[config.mk]
export PLATFORM = sky130hd
export DESIGN_NAME = twd_queue
export DESIGN_NICKNAME = d
export VERILOG_FILES = /design/src/design/twd_pkg.sv /design/src/design/twd_queue.sv
export SDC_FILE = /design/constraint.sdc
export NUM_CORES = 1
export LEC_CHECK = 0
export BUFFER_PORTS_ARGS = -buffer_cell sky130_fd_sc_hd__clkbuf_2
export CORE_ASPECT_RATIO = 0.6
export CORE_MARGIN = 2
export CORE_UTILIZATION = 25
export CTS_CLUSTER_DIAMETER = 60
export CTS_CLUSTER_SIZE = 10
export DETAILED_ROUTE_END_ITERATION = 7
export GPL_TIMING_DRIVEN = 0
export PLACE_DENSITY = 0.51
export REMOVE_ABC_BUFFERS = 1
export SLEW_MARGIN = 10
export SYNTH_ARGS = -nofsm -noshare
export SYNTH_HDL_FRONTEND = slang
export SYNTH_SLANG_ARGS = --single-unit
[constraint.sdc]
create_clock -name clk -period 7.45 [get_ports clk]
set_input_delay 2.235 -clock clk [delete_from_list [all_inputs] [get_ports clk]]
set_output_delay 2.235 -clock clk [all_outputs]
set_load 0.01 [all_outputs]
[src/design/twd_pkg.sv]
`timescale 1ns / 1ps

package twd_pkg;

    localparam int TD_W       = 24;
    localparam int Q_W        = 48;
    localparam int NX_W       = 50;
    localparam int NY_W       = 49;
    localparam int M_W        = 31;
    localparam int M2_W       = 62;
    localparam int SQ_W       = 32;
    localparam int QUO_W      = 33;
    localparam int RAD_W      = 34;
    localparam int ROOT_W     = 17;
    localparam int REM_W      = 19;
    localparam int DIV_STEPS  = 33;
    localparam int SQRT_STEPS = 17;
    localparam int FRAC_BITS  = 30;

    localparam logic [20:0] SPEED_NUM = 21'd1500000;

    // register indexes of the configuration port
    localparam logic [1:0] REG_SENSOR_RADIUS = 2'd0;
    localparam logic [1:0] REG_SPEED_MAX     = 2'd1;
    localparam logic [1:0] REG_SPEED_MIN     = 2'd2;

    typedef struct packed {
        logic signed [23:0] time_diff_left;
        logic signed [23:0] time_diff_right;
    } twd_in_t;

    typedef struct packed {
        logic               estimate_valid;
        logic signed [15:0] dir_x;
        logic signed [15:0] dir_y;
        logic [15:0]        wind_speed;
    } twd_out_t;

    // classified item handed from front to back
    typedef struct packed {
        logic            zero;
        logic            neg_x;
        logic            neg_y;
        logic [Q_W-1:0]  q;
        logic [NX_W-1:0] nx;
        logic [NY_W-1:0] ny;
    } twd_job_t;

    // values derived from the configuration registers
    typedef struct packed {
        logic [M2_W-1:0] m2;
        logic [SQ_W-1:0] min_sq;
        logic [SQ_W-1:0] max_sq;
    } twd_cfg_t;

    typedef struct packed {
        logic [Q_W-1:0]   r;
        logic [QUO_W-1:0] low;
        logic [QUO_W-1:0] quo;
    } twd_div_lane_t;

    typedef struct packed {
        logic [RAD_W-1:0]  rad;
        logic [REM_W-1:0]  rem;
        logic [ROOT_W-1:0] root;
    } twd_sqrt_lane_t;

    typedef struct packed {
        logic           zero;
        logic           big;
        logic           neg_x;
        logic           neg_y;
        logic [Q_W-1:0] d;
    } twd_dmeta_t;

    typedef struct packed {
        logic zero;
        logic big;
        logic ok;
        logic neg_x;
        logic neg_y;
    } twd_smeta_t;

    // one restoring division step
    function automatic twd_div_lane_t div_step(twd_div_lane_t l, logic [Q_W-1:0] d);
        logic [Q_W:0]  t;
        twd_div_lane_t n;
        t     = {l.r, l.low[QUO_W-1]};
        n.low = {l.low[QUO_W-2:0], 1'b0};
        if (t >= {1'b0, d})
        begin
            n.r   = Q_W'(t - {1'b0, d});
            n.quo = {l.quo[QUO_W-2:0], 1'b1};
        end
        else
        begin
            n.r   = t[Q_W-1:0];
            n.quo = {l.quo[QUO_W-2:0], 1'b0};
        end
        return n;
    endfunction

    // one digit of the integer square root
    function automatic twd_sqrt_lane_t sqrt_step(twd_sqrt_lane_t l);
        logic [REM_W+1:0] t;
        logic [REM_W-1:0] trial;
        twd_sqrt_lane_t   n;
        t     = {l.rem, l.rad[RAD_W-1:RAD_W-2]};
        trial = {l.root, 2'b01};
        n.rad = {l.rad[RAD_W-3:0], 2'b00};
        if (t >= {2'b00, trial})
        begin
            n.rem  = REM_W'(t - {2'b00, trial});
            n.root = {l.root[ROOT_W-2:0], 1'b1};
        end
        else
        begin
            n.rem  = REM_W'(t);
            n.root = {l.root[ROOT_W-2:0], 1'b0};
        end
        return n;
    endfunction

    // round a root of four times the square to Q1.15, saturate, apply sign
    function automatic logic signed [15:0] q15_signed(logic [ROOT_W-1:0] root, logic neg);
        logic [ROOT_W:0]   sum;
        logic [ROOT_W-1:0] m;
        logic [15:0]       mag;
        sum = {1'b0, root} + (ROOT_W+1)'(1);
        m   = sum[ROOT_W:1];
        mag = (m > ROOT_W'(32767)) ? 16'd32767 : m[15:0];
        return neg ? -$signed(mag) : $signed(mag);
    endfunction

endpackage

[src/design/twd_queue.sv]
`timescale 1ns / 1ps

module twd_queue #(
    parameter int DEPTH = 4
) (
    input  logic              clk,
    input  logic              rst_n,
    input  logic              push,
    input  twd_pkg::twd_job_t push_job,
    output logic              full,
    input  logic              pop,
    output twd_pkg::twd_job_t pop_job,
    output logic              empty
);
    import twd_pkg::*;

    localparam int PTR_W = (DEPTH > 1) ? $clog2(DEPTH) : 1;
    localparam int CNT_W = $clog2(DEPTH + 1);

    twd_job_t         mem_reg [DEPTH];
    logic [PTR_W-1:0] wr_ptr_reg, wr_ptr_next;
    logic [PTR_W-1:0] rd_ptr_reg, rd_ptr_next;
    logic [CNT_W-1:0] count_reg, count_next;
    logic             do_push, do_pop;

    assign full    = (count_reg == CNT_W'(DEPTH));
    assign empty   = (count_reg == '0);
    assign do_push = push && !full;
    assign do_pop  = pop && !empty;
    assign pop_job = mem_reg[rd_ptr_reg];

    always_comb
    begin
        wr_ptr_next = wr_ptr_reg;
        rd_ptr_next = rd_ptr_reg;
        count_next  = count_reg;
        if (do_push)
        begin
            wr_ptr_next = (wr_ptr_reg == PTR_W'(DEPTH - 1)) ? '0 : wr_ptr_reg + 1'b1;
        end
        if (do_pop)
        begin
            rd_ptr_next = (rd_ptr_reg == PTR_W'(DEPTH - 1)) ? '0 : rd_ptr_reg + 1'b1;
        end
        if (do_push && !do_pop)
        begin
            count_next = count_reg + 1'b1;
        end
        else if (do_pop && !do_push)
        begin
            count_next = count_reg - 1'b1;
        end
    end

    always_ff @(posedge clk or negedge rst_n)
    begin
        if (!rst_n)
        begin
            wr_ptr_reg <= '0;
            rd_ptr_reg <= '0;
            count_reg  <= '0;
        end
        else
        begin
            wr_ptr_reg <= wr_ptr_next;
            rd_ptr_reg <= rd_ptr_next;
            count_reg  <= count_next;
        end
    end

    always_ff @(posedge clk)
    begin
        if (do_push)
        begin
            mem_reg[wr_ptr_reg] <= push_job;
        end
    end

endmodule

==> run_results.csv <==
group,metric,value,unit
global_route,overflow,0,
final_layout,final_common_cell,"edfxtp_1",
global_route,antenna_found_initial,9,
critical_path,path_cells,"buf_12 -> buf_12 -> buf_16 -> mux4_2 -> clkbuf_2",
sta,max_freq,0.1911,GHz
placed_design,place_hpwl,28.77,mm
cts,ctsHoldBuffers,0,
power,p_switching,3.178,mW
cts,cts_setup_buffers,0,
power,swShare,28.96,%
floorplanning,initial_core_util,25.22,%
placed_design,place.gp.congestion,0.6554,
sta,setup_viol,0,
synthesis,synth_area_per_cell,26.86,um2
cts,cts_root_buf,"clkbuf_16",
critical_path,setup.worst_path.start,"rd_ptr_reg[0]$_DFFE_PN0P_",
critical_path,rrSetupSlack,4.96,ns
route,num_vias,9880,
power,clockPowerShare,28.2,%
sta,relSlewSlack,56.47,%
critical_path,crit_path_max_incr_delay,0.74,ns
synthesis,ys.warnings.count,0,
min_path,hold_class,"flip-flop to flip-flop",
final_layout,drive_above_1_share,47.31,%
power,pwr_density_cell,399.9,nW/um2
sta,rsz0062_at_grt,"no",
floorplanning,die_w,387.5,um
floorplanning,die_h,234.1,um
critical_path,cp-end-kind,"primary output",
synthesis,synth.distinct_cells,21,
power,seqPwrFrac,42.9,%
final_layout,final_cell_mix,"600 x edfxtp_1, 305 x clkbuf_2, 150 x mux4_2, 77 x clkbuf_16, 16 x buf_16",
sta,fin_crit,5.233,ns
power,peakVddDrop,0.0002373,V
route,drt_iter0_markers,481,
critical_path,crit_required,5.22,ns
run,max-cap-violations,0,
critical_path,critPathArrivalTime,3.00,ns
route,drc,0,
power,total_power,10.97,mW
global_route,grt_max_degree,48,
cts,clk_latency,0.62,ns
cts,cts.sinks,607,
status,status,"finished clean",
route,antenna_left,0,
route,drt_wl_total,46.15,mm
cts,clockBufferDepth,3,
cts,cts_tree,"built",
critical_path,critPathMaxFanout,34,
synthesis,netlist_area,22050,um2
sta,slew_viol_final,0,
placed_design,portBuffers,305,
power,comb_power_share,28.9,%
sta,hold_viol_final,0,
floorplanning,ios,306,
final_layout,largest_register_ffs,600,
critical_path,setup.worst_path.class,"flip-flop to primary output",
floorplanning,fp-row-count,84,
cts,cts_htree_levels,3,
critical_path,r2r_start,"wr_ptr_reg[0]$_DFFE_PN0P_",
synthesis,ys_ff_latch,607,
critical_path,start_kind,"flip-flop",
critical_path,r2r-end,"mem_reg[3][4]$_DFFE_PP_",
floorplanning,core-area,87440,um2
power,internal_power,7.795,mW
global_route,grt_first_pass_wirelength,67.70,mm
sta,tightest_slew,0.6514,ns
synthesis,synth_cells,821,
critical_path,ff2ff_path_depth,7,
global_route,first_global_vias,10650,
cts,cts_made_buffers,72,
cts,post_cts_resized,0,
final_layout,syn_to_final_growth,24.42,%
synthesis,synth.yosys.seq_area_share,82.49,%
placed_design,place_area,25430,um2
floorplanning,die_area,90690,um2
sta,fin_skew,0.01996,ns
sta,finalCritPeriodShare,70.25,%
final_layout,nNetsFinal,1351,
global_route,grt_usage,10.23,%
cts,clkTransAtPathRegs,0.06,ns
route,wl_per_cell,19.47,um
power,p_leak,9.141,nW
route,viasPerCell,4.167,
critical_path,cp_slowest_cell,"dfrtp_4",
critical_path,crit_end,"pop_job[143]",
critical_path,crit_top_cell,"buf_12",
final_layout,fin_area,27440,um2
route,dr.pass1.iters,6,
[cell families after synthesis]
family          count (synthesis)  share of synthesized area (%)
buf+inv                        37                          1.089
mux                           154                          15.52
simple gates                   11                         0.2837
fa+ha+maj                       7                         0.4312
compound gates                  2                        0.06810
flops                         607                          82.49
xor+xnor                        3                         0.1192
[worst min path at each step]
stage	slack [ns]	from	to	cells past startpoint
CTS	0.53	count_reg[2]$_DFFE_PN0P_	count_reg[2]$_DFFE_PN0P_	1
global placement	0.50	count_reg[2]$_DFFE_PN0P_	count_reg[2]$_DFFE_PN0P_	1
finish	0.52	count_reg[2]$_DFFE_PN0P_	count_reg[2]$_DFFE_PN0P_	1
detailed placement	0.52	count_reg[2]$_DFFE_PN0P_	count_reg[2]$_DFFE_PN0P_	1
floorplan	0.48	count_reg[2]$_DFFE_PN0P_	count_reg[2]$_DFFE_PN0P_	1
global route	0.56	count_reg[2]$_DFFE_PN0P_	count_reg[2]$_DFFE_PN0P_	1
[power groups by stage]
stage	Sequential [mW]	Clock (mW)	Combinational, mW
after floorplan	5.06	0	1.85
after global placement	5.40	0	3.11
after detailed placement	4.80	0	3.29
after CTS	4.73	3.23	3.30
after global routing	4.77	3.36	3.45
final	4.71	3.10	3.17
[worst max-delay path: cells and delay by family (launching register included)]
| kind | cells | cell delay (ns) |
|---|---|---|
| multiplexers | 1 | 0.57 |
| buffers and inverters | 4 | 0.98 |
| flip-flops | 1 | 0.74 |
[layer usage]
metal  vias to the layer above  GRT usage, %  share of wire [%]
li1                       4307             -                  -
met3                        87         4.707                8.7
met4                        16         3.577                2.3
met1                      5212         13.06                 43
met5                         -             0               0.20
met2                       258         15.34                 46
[area by class of cell]
type | instances | area [um2]
clock buffer | 86 | 1961
sequential | 607 | 18200
inverter | 3 | 11.26
multi-input combinational | 177 | 3637
timing repair buffer | 329 | 2127
fill | 8410 | 60000
clock inverter | 7 | 48.80
antenna | 1 | 2.502
tap | 1161 | 1453
[synth_stat cells]
library cell / n / share of area (%)
edfxtp_1: 600 / 82
mux4_2: 150 / 15
buf_2: 18 / 0.41
buf_6: 10 / 0.51
dfrtp_1: 7 / 0.79
ha_1: 6 / 0.34
clkbuf_1: 5 / 0.085
mux2_2: 4 / 0.20
and2_1: 3 / 0.085
inv_1: 3 / 0.051
nor2_1: 3 / 0.051
nor3_1: 2 / 0.045
xor2_1: 2 / 0.079
a21o_1: 1 / 0.034
buf_4: 1 / 0.034
fa_1: 1 / 0.091
nand2_1: 1 / 0.017
nor2b_1: 1 / 0.028
nor3b_2: 1 / 0.057
o31ai_1: 1 / 0.034
xnor2_1: 1 / 0.040
[metrics by stage]
| step | setup TNS (ns) | setup slack [ns] | cells | hold WS [ns] | utilization, % |
|---|---|---|---|---|---|
| finish | 0 | 2.217 | 2371 | 0.5247 | 31.38 |
| floorplan | -461.36 | -1.784 | 787 | 0.4768 | - |
| global placement | -3218.68 | -8.166 | 2253 | 0.4951 | 28.37 |
| detailed placement | 0 | 2.746 | 2277 | 0.5239 | 29.08 |
| CTS | 0 | 2.026 | 2370 | 0.5319 | 31.38 |
| global route | 0 | 1.939 | 2370 | 0.5623 | 31.38 |
Note: power is estimated with default switching activity, not from simulation.
